--- src/tdgc_ram.sv ---
// Generic single-write, single-read synchronous RAM with registered read data.
// Used for the cell store of the grid check block. No dependencies.
module tdgc_ram #(
    parameter int WIDTH = 8,
    parameter int DEPTH = 16,
    localparam int AW = (DEPTH > 1) ? $clog2(DEPTH) : 1
) (
    input  logic             i_clk,
    input  logic             i_we,
    input  logic [AW-1:0]    i_waddr,
    input  logic [WIDTH-1:0] i_wdata,
    input  logic [AW-1:0]    i_raddr,
    output logic [WIDTH-1:0] o_rdata
);

    logic [WIDTH-1:0] mem [DEPTH];

    always_ff @(posedge i_clk) begin
        if (i_we) begin
            mem[i_waddr] <= i_wdata;
        end
        o_rdata <= mem[i_raddr];
    end

endmodule

--- config.mk ---
export PLATFORM = sky130hd
export DESIGN_NAME = tdgc_ram
export DESIGN_NICKNAME = d
export VERILOG_FILES = /design/src/tdgc_ram.sv
export SDC_FILE = /design/constraint.sdc
export NUM_CORES = 1
export LEC_CHECK = 0
export ABC_AREA = 1
export BUFFER_PORTS_ARGS = -buffer_cell sky130_fd_sc_hd__buf_2
export CORE_MARGIN = 2
export CORE_UTILIZATION = 45
export DETAILED_ROUTE_END_ITERATION = 8
export MAX_ROUTING_LAYER = met4
export PLACE_DENSITY = 0.6
export SYNTH_ARGS = -nofsm -noshare
export SYNTH_HDL_FRONTEND = slang
export SYNTH_SLANG_ARGS = --single-unit
--- constraint.sdc ---
create_clock -name i_clk -period 1.65 [get_ports i_clk]
set_clock_uncertainty 0.05 [all_clocks]
set_input_delay 0.33 -clock i_clk [delete_from_list [all_inputs] [get_ports i_clk]]
set_output_delay 0.33 -clock i_clk [all_outputs]
set_load 0.1 [all_outputs]
==> run summary, run 1 <==
Global routing
- vias in the first global route: 3653
- remaining global-route overflow: 0
- antenna violations before repair: 0
- GRT Resource Usage Total: 21.2%
- largest net degree at the start of global routing: 50
- first-pass GRT wire length: 20200 um

Routing
- routed len/inst: 16.3 um
- post-detailed-routing wire length: 12700 um
- Pre-antenna DRT Iters: 5
- Antenna Nets Post-Route: 0
- drt initial violations: 359
- total number of vias: 3863
- Residual DRC: 0
- ratio of routed vias to standard cells: 4.94

Timing
- headroom to the max-slew limit: 67.8%
- setup violators final: 0
- hold slack final: 0.250 ns
- final slew viol count: 0
- Slew @ Worst Pin: 0.487 ns
- Tcrit/Tclk final: 95.0%
- final setup margin: 0.0830 ns
- final critical path time including I/O delays and setup: 1.57 ns
- FMAX: 638 MHz
- sum of negative setup slack: 0 ns
- unrepaired setup endpoints after global routing: false
- hold violation total from the final report: 0

Setup path
- Setup crit end kind: output port
- largest fanout on the critical path: 1
- slowest library cell on the worst path: sky130_fd_sc_hd__buf_2
- Critical Path RT: 1.27 ns
- delay of the slowest cell on the worst path: 0.43 ns
- arrival time worst endpoint: 1.19 ns
- category of cells accounting for the largest share of critical-path delay: buffers and inverters
- critical setup path kind: reg -> out
- number of buffer and inverter stages on the critical path: 1
- kind of start point of the critical path: flop
- crit path cell chain: buf_2

Synth
- post-synthesis compound-gate area fraction: 0%
- Post-Synth Adder-Cell Area: 0%
- largest family of logic cells by synthesized area: simple AND/OR/NAND/NOR gates
- number of synthesis warnings: 0
- Synth Area in Simple Gates: 21.0%
- share of the synthesized netlist area taken by xor and xnor gates: 0%
- multiplexer share of the synthesized area: 0%
- syn nets: 569
- share of synthesized area occupied by flip-flops and latches: 69.4%
- Syn Std Cell Area: 5770 um2
- Synth Register Bits: 136
- number of distinct library cells after synthesis: 12
- synthesized area per cell: 10.5 um2
- Synth Instances: 551

CTS
- cell at the root of the clock tree: sky130_fd_sc_hd__clkbuf_16
- clock transition at the registers of the reported paths: 0.06 ns
- clock latency reported for the late side of the worst-skew pair: 0.42 ns
- clock tree from TritonCTS: built
- Sink Count: 136
- CTS H-Tree Depth: 4
- Clock Path Buffers: 2
- Num CTS Buffers: 17

Layout
- share of layout cells above drive strength 1: 13.1%
- most common cell after layout, fill and taps aside: sky130_fd_sc_hd__nand2_1
- cell area after layout: 6740 um2
- commonest cells after routing, fill and taps aside: sky130_fd_sc_hd__nand2_1, sky130_fd_sc_hd__edfxtp_1, sky130_fd_sc_hd__inv_1
- area added between synthesis and finish: 16.9%
- net total in the final layout: 615
- antenna diode count: 0

Place
- placed wire-length estimate: 8050 um
- weighted congestion at the end of routability-driven global placement: 0.867
- Buffers on Ports: 25
- placement-stage cell area: 6190 um2
- post-place setup slack: 0.153 ns

Floorplanning
- number of placement rows: 41
- number of top-level pins: 26
- total core area: 12600 um2
- initial core utilization: 45.9%
- chip height: 117 um
- die outline area: 13700 um2
- width of the chip: 117 um

Power and ir drop
- share of power burned in registers: 48.1%
- internal power: 0.00624 W
- worst IR drop on VDD: 722 uV
- part of the power in the clock network: 44.0%
- Comb power frac: 7.9%
- fraction of power spent switching nets: 22.8%
- net switching component of the power: 0.00184 W
- pwr dens: 1200 nW/um2
- leakage power of the design: 2.95 nW

Status
- outcome: complete, no violations

Run
- max-cap violation count: 0

Min path
- worst min path class: in -> reg

final timing paths:
check | start | cells after the start | slack, ns | endpoint
worst max-delay path | o_rdata[7] | 1 | 0.08 | o_rdata[7]
worst min-delay path | i_raddr[3] | 3 | 0.25 | o_rdata[4]
worst max register to register | mem[8][0] | 6 | 0.61 | o_rdata[0]
worst min register to register | mem[11][3] | 6 | 0.62 | o_rdata[3]
synth_stat cells:
| cell type | count | share of area, % |
|---|---|---|
| sky130_fd_sc_hd__nand2_1 | 173 | 11 |
| sky130_fd_sc_hd__inv_2 | 2 | 0.13 |
| sky130_fd_sc_hd__nand3b_1 | 2 | 0.26 |
| sky130_fd_sc_hd__edfxtp_1 | 128 | 67 |
| sky130_fd_sc_hd__nand3_1 | 97 | 8.4 |
| sky130_fd_sc_hd__buf_4 | 4 | 0.52 |
| sky130_fd_sc_hd__inv_1 | 100 | 6.5 |
| sky130_fd_sc_hd__buf_2 | 13 | 1.1 |
| sky130_fd_sc_hd__nor2_1 | 17 | 1.1 |
| sky130_fd_sc_hd__buf_1 | 1 | 0.065 |
| sky130_fd_sc_hd__buf_6 | 6 | 1.2 |
| sky130_fd_sc_hd__dfxtp_1 | 8 | 2.8 |
routing by layer:
metal | track usage, % | share of wire (%) | wire (um) | vias up
met4 | 7.92 | 1.5 | 197 | 0
li1 | - | - | - | 1866
met1 | 27.3 | 44 | 5580 | 1872
met2 | 33.4 | 50 | 6310 | 108
met5 | - | 0 | 0 | -
met3 | 4.48 | 4.9 | 624 | 17
cell families (layout without fill, tap and decap cells):
family | Yosys count | count (layout)
AND/OR/NAND/NOR | 289 | 289
flip-flops | 136 | 136
buffers and inverters | 126 | 185
flip-flops by register name, summed over array words and instances, names as in the netlist:
register,count
o_rdata,8
mem,128
power groups by stage:
stage / clock network, W / logic, W / registers, W
floorplan: 0 / 0.000272 / 0.00412
global placement: 0 / 0.000633 / 0.00396
detailed placement: 0 / 0.000639 / 0.00396
CTS: 0.00362 / 0.000644 / 0.00389
global route: 0.00377 / 0.000696 / 0.00389
finish: 0.00356 / 0.000638 / 0.00389
area by class of cell:
| class | count | area (um2) |
|---|---|---|
| repair buffers | 51 | 373 |
| well taps | 172 | 215 |
| flip-flops and latches | 136 | 4000 |
| clock buffers | 20 | 447 |
| fillers | 1112 | 5820 |
| inverters | 102 | 383 |
| multi-input cells | 289 | 1210 |
| clock inverters | 12 | 109 |
stage by stage:
| stage | power, W | util, % | cells |
|---|---|---|---|
| floorplan | 0.00439 | - | 551 |
| global placement | 0.00459 | 49.2 | 750 |
| detailed placement | 0.00460 | 49.2 | 750 |
| CTS | 0.00815 | 53.7 | 782 |
| global route | 0.00836 | 53.7 | 782 |
| finish | 0.00808 | 53.7 | 782 |
timing repair:
action,in CTS,in global routing
resized for setup,1,0
buffers inserted,0,0
setup endpoints to repair,1,0
hold buffers,0,0
Power figures use the tool's default switching activity.
==> inputs of run 2 (changes only) <==
- BUFFER_PORTS_ARGS: -buffer_cell sky130_fd_sc_hd__buf_2 -> default
- DONT_BUFFER_PORTS: default -> 1
- PLACE_DENSITY: 0.6 -> 0.62
==> run 2 against run 1 <==
Compared with the run above: count of clock-buffer cells in the layout decreased by 3; maximum frequency rose by 6.7%; sequential power is essentially flat; largest cell class unchanged; global-route usage up 0.39 points; core utilization decreased by 0.099 points.
==> run summary, run 2 (same netlist as run 1, synthesis figures left out) <==
Status
- outcome: complete, no violations

Floorplanning
- die outline area: 13700 um2
- initial core utilization: 45.9%
- chip height: 117 um
- width of the chip: 117 um
- number of top-level pins: 26
- total core area: 12600 um2
- number of placement rows: 41

CTS
- CTS H-Tree Depth: 4
- number of setup buffers added after CTS: 0
- number of hold buffers added after CTS: 9
- clock tree from TritonCTS: built
- cell at the root of the clock tree: sky130_fd_sc_hd__clkbuf_16
- Num CTS Buffers: 17
- clock transition at the registers of the reported paths: 0.06 ns
- Clock Path Buffers: 2
- post-CTS sizing: 0
- Sink Count: 136
- clock latency reported for the late side of the worst-skew pair: 0.42 ns

Setup path
- Reg2Reg Capture Point: o_rdata[5]
- kind of start point of the critical path: flop
- Reg2Reg Launch Point: mem[2][5]
- category of cells accounting for the largest share of critical-path delay: flip-flops
- largest fanout on the critical path: 1
- crit path cell chain: buf_4
- length in cells of the worst reg-to-reg path: 6
- delay of the slowest cell on the worst path: 0.36 ns
- Critical Path RT: 1.27 ns
- arrival time worst endpoint: 1.09 ns
- number of buffer and inverter stages on the critical path: 1
- critical setup path kind: reg -> out
- register-to-register path setup slack: 0.60 ns
- slowest library cell on the worst path: sky130_fd_sc_hd__dfxtp_1
- Setup crit end kind: output port

Global routing
- antenna violations before repair: 0
- GRT Resource Usage Total: 21.6%
- vias in the first global route: 3830
- largest net degree at the start of global routing: 66
- first-pass GRT wire length: 20400 um
- remaining global-route overflow: 0

Timing
- hold violation total from the final report: 0
- Slew @ Worst Pin: 0.881 ns
- FMAX: 681 MHz
- final slew viol count: 0
- sum of negative setup slack: 0 ns
- Tcrit/Tclk final: 89.0%
- headroom to the max-slew limit: 41.1%
- setup violators final: 0
- unrepaired setup endpoints after global routing: false
- hold slack final: 0.0246 ns
- final critical path time including I/O delays and setup: 1.47 ns

Layout
- largest register by flop count: mem
- fillcell total: 1074
- Regs by FF count: mem: 128 flops, o_rdata: 8 flops
- share of layout cells above drive strength 1: 9.92%
- final core area utilization: 53.6%
- area added between synthesis and finish: 16.7%
- most common cell after layout, fill and taps aside: sky130_fd_sc_hd__nand2_1
- flip-flop count of the largest register, all copies and words added: 128
- commonest cells after routing, fill and taps aside: sky130_fd_sc_hd__nand2_1, sky130_fd_sc_hd__edfxtp_1, sky130_fd_sc_hd__inv_1
- net total in the final layout: 600
- antenna diode count: 0

Min path
- end point of the most critical hold path: o_rdata[2]
- number of instances on the worst hold path: 2
- min-delay src: i_raddr[3]
- worst min path class: in -> reg

Place
- weighted congestion at the end of routability-driven global placement: 0.831
- Buffers on Ports: 0
- placed wire-length estimate: 8010 um

Run
- max-cap violation count: 0

Power and ir drop
- pwr dens: 1210 nW/um2
- worst IR drop on VDD: 581 uV
- Final Total Pwr: 0.00818 W
- leakage power of the design: 2.88 nW

Routing
- ratio of routed vias to standard cells: 4.98
- drt initial violations: 440
- Residual DRC: 0
- total number of vias: 3820
- Pre-antenna DRT Iters: 5
- Antenna Nets Post-Route: 0
- routed len/inst: 17.0 um
- post-detailed-routing wire length: 13000 um

run 2: cell count changes in the layout (fill, tap and decap cells not counted), moves of 2 or more:
cell                            before  now
sky130_fd_sc_hd__dlygate4sd3_1       0    9
sky130_fd_sc_hd__clkbuf_1            2    0
sky130_fd_sc_hd__buf_2              24    0
sky130_fd_sc_hd__clkinvlp_4          1    5
run 2: worst max-delay path by stage:
| stage | startpoint | endpoint | slack (ns) | depth (start not counted) |
|---|---|---|---|---|
| 2_1_floorplan | i_waddr[2] | mem[10][0] | 0.32 | 2 |
| 6_report | o_rdata[1] | o_rdata[1] | 0.18 | 1 |
| 5_1_grt | o_rdata[6] | o_rdata[6] | 0.15 | 1 |
| 4_1_cts | o_rdata[1] | o_rdata[1] | 0.16 | 1 |
| 3_5_place_dp | i_raddr[2] | o_rdata[5] | 0.34 | 4 |
| 3_3_place_gp | i_raddr[2] | o_rdata[6] | 0.37 | 4 |
run 2: layout make-up:
| type | count | area (um2) | area share [%] |
|---|---|---|---|
| Tap cell | 172 | 215 | 3.20 |
| Multi-Input combinational cell | 289 | 1210 | 18.0 |
| Inverter | 102 | 383 | 5.69 |
| Timing Repair Buffer | 36 | 330 | 4.91 |
| Clock buffer | 17 | 425 | 6.32 |
| Clock inverter | 15 | 160 | 2.38 |
| Sequential cell | 136 | 4000 | 59.5 |
run 2: layer usage:
metal	up-vias	track usage, %	share of wire [%]
met1	1815	26.5	42
met4	0	8.86	2.7
li1	1833	-	-
met5	-	-	0
met2	138	34.3	49
met3	34	5.61	6.4
run 2: where the power goes:
part	internal, W	switching, W	total, W
registers	0.00386	0.0000251	0.00389
clock network	0.00234	0.00136	0.00370
logic	0.000156	0.000432	0.000588
run 2: through the flow:
stage / instance area [um2] / cells / worst slack, ns
final: 6730 / 767 / 0.182
after global routing: 6730 / 767 / 0.147
after CTS: 6730 / 767 / 0.163
after detailed placement: 6060 / 726 / 0.337
after global placement: 6060 / 726 / 0.373
after floorplan: 5770 / 551 / 0.319
==> inputs of run 3 (changes only) <==
- CORE_UTILIZATION: 45 -> 25
- PLACE_DENSITY: 0.62 -> 0.4
==> run 3 against run 2 <==
Compared with the run above: non-clock buffer count up 2; highest routed layer unchanged; cell area up 2.9%; wire length up 14%; flip-flop and latch count unchanged; critical endpoint is now o_rdata[4]; worst hold slack better by 0.0035 ns; sequential share of layout area down 1.7 points; core utilization down 23 points; clock power up 11%.
==> run summary, run 3 (same netlist as run 1, synthesis figures left out) <==
Status
- outcome: complete, no violations

Setup path
- critical path launch point: o_rdata[4]
- Reg2Reg Capture Point: o_rdata[0]
- crit path cell chain: buf_4
- slowest library cell on the worst path: sky130_fd_sc_hd__dfxtp_1
- Setup crit end kind: output port
- number of buffer and inverter stages on the critical path: 1
- category of cells accounting for the largest share of critical-path delay: flip-flops
- register-to-register path setup slack: 0.57 ns
- delay of the slowest cell on the worst path: 0.38 ns
- Critical Path RT: 1.27 ns
- kind of start point of the critical path: flop
- critical setup path kind: reg -> out
- arrival time worst endpoint: 1.11 ns
- largest fanout on the critical path: 1
- length in cells of the worst reg-to-reg path: 6
- CP Depth: 1
- Critical Path End: o_rdata[4]
- Reg2Reg Launch Point: mem[6][0]

Global routing
- remaining global-route overflow: 0
- GRT Resource Usage Total: 13.3%
- largest net degree at the start of global routing: 66
- first-pass GRT wire length: 22600 um
- vias in the first global route: 3813
- antenna violations before repair: 0

Layout
- Layout Cells excl Fill: 882
- antenna diode count: 0
- sequential cell area in the final layout: 4000 um2
- commonest cells after routing, fill and taps aside: sky130_fd_sc_hd__nand2_1, sky130_fd_sc_hd__edfxtp_1, sky130_fd_sc_hd__inv_1
- net total in the final layout: 602
- share of layout cells above drive strength 1: 10.2%
- area added between synthesis and finish: 20.1%
- fillcell total: 2312
- area of the multi-input gates: 1210 um2
- Regs by FF count: mem: 128 flops, o_rdata: 8 flops
- flip-flop count of the largest register, all copies and words added: 128
- most common cell after layout, fill and taps aside: sky130_fd_sc_hd__nand2_1
- cell area after layout: 6920 um2
- largest register by flop count: mem

Timing
- sum of negative setup slack: 0 ns
- hold slack final: 0.0281 ns
- Tcrit/Tclk final: 90.0%
- FMAX: 673 MHz
- hold violation total from the final report: 0
- setup violators final: 0
- unrepaired setup endpoints after global routing: false
- headroom to the max-slew limit: 39.5%
- Slew @ Worst Pin: 0.905 ns
- final slew viol count: 0
- final critical path time including I/O delays and setup: 1.49 ns
- final setup margin: 0.165 ns

CTS
- Clock Path Buffers: 2
- cell at the root of the clock tree: sky130_fd_sc_hd__clkbuf_16
- clock transition at the registers of the reported paths: 0.05 ns
- number of setup buffers added after CTS: 0
- CTS H-Tree Depth: 4
- Sink Count: 136
- Num CTS Buffers: 17
- clock latency reported for the late side of the worst-skew pair: 0.42 ns
- clock tree from TritonCTS: built

Floorplanning
- total core area: 22600 um2
- chip height: 156 um
- number of placement rows: 55
- number of top-level pins: 26
- width of the chip: 156 um
- die outline area: 24300 um2
- initial core utilization: 25.5%

Routing
- Residual DRC: 0
- post-detailed-routing wire length: 14900 um
- ratio of routed vias to standard cells: 4.26
- Pre-antenna DRT Iters: 4
- routed len/inst: 16.9 um
- Antenna Nets Post-Route: 0
- drt initial violations: 265
- total number of vias: 3754

Min path
- worst min path class: in -> reg

Place
- Cell Count Post-Placement: 841
- weighted congestion at the end of routability-driven global placement: 0.791
- placed wire-length estimate: 9190 um
- post-place setup slack: 0.252 ns
- Buffers on Ports: 0
- placement-stage cell area: 6200 um2

Power and ir drop
- leakage power of the design: 2.93 nW
- pwr dens: 1240 nW/um2
- worst IR drop on VDD: 740 uV

Run
- max-cap violation count: 0

==> run 3: changes by cell type in the layout (fill, tap and decap cells not counted), sizes merged <==
cell and delta:
clkbuf +1, clkinvlp -5, bufinv +2, clkinv +2
buf +2
==> run 3: final cells by class <==
type / count / share of cell area [%]
inverters: 102 / 5.53
repair buffers: 38 / 4.81
clock inverters: 14 / 2.96
clock buffers: 18 / 6.20
flip-flops and latches: 136 / 57.8
well taps: 285 / 5.15
multi-input cells: 289 / 17.5
==> run 3: per-layer routing <==
layer / wire length, um / track usage (%) / vias up / part of all wire, %
met3: 792 / 3.33 / 13 / 5.3
met2: 7340 / 21.6 / 69 / 49
li1: - / - / 1843 / -
met1: 6580 / 16.6 / 1829 / 44
met4: 155 / 3.45 / 0 / 1.0
met5: 0 / - / - / 0
==> run 3: where the power goes <==
part	total [W]	leakage (nW)	switching (W)	internal, W
clock network	0.00409	0.315	0.00142	0.00267
logic	0.000602	1.39	0.000446	0.000156
registers	0.00389	1.22	0.0000272	0.00386
total	0.00858	2.93	0.00190	0.00669
==> run 3: what timing repair did <==
| action | CTS | global route |
|---|---|---|
| endpoints found under the hold margin | 130 | 0 |
| resized for setup | 0 | 0 |
| hold buffers | 9 | 0 |
==> run 3: how the worst min path moves through the flow <==
stage                          start    endpoint  slack [ns]  cells after the start
after floorplan           i_wdata[0]   mem[0][0]        0.38                      0
after global placement    i_wdata[4]   mem[0][4]        0.38                      0
after detailed placement  i_wdata[4]   mem[0][4]        0.38                      0
after CTS                 i_raddr[3]  o_rdata[3]       0.004                      2
after global routing      i_raddr[3]  o_rdata[3]       0.009                      2
final                     i_raddr[3]  o_rdata[1]        0.03                      2
==> run 3: stage by stage <==
step	power [W]	util, %
finish	0.00858	30.6
global route	0.00885	30.6
global placement	0.00450	27.4
CTS	0.00866	30.6
detailed placement	0.00449	27.4
floorplan	0.00439	-
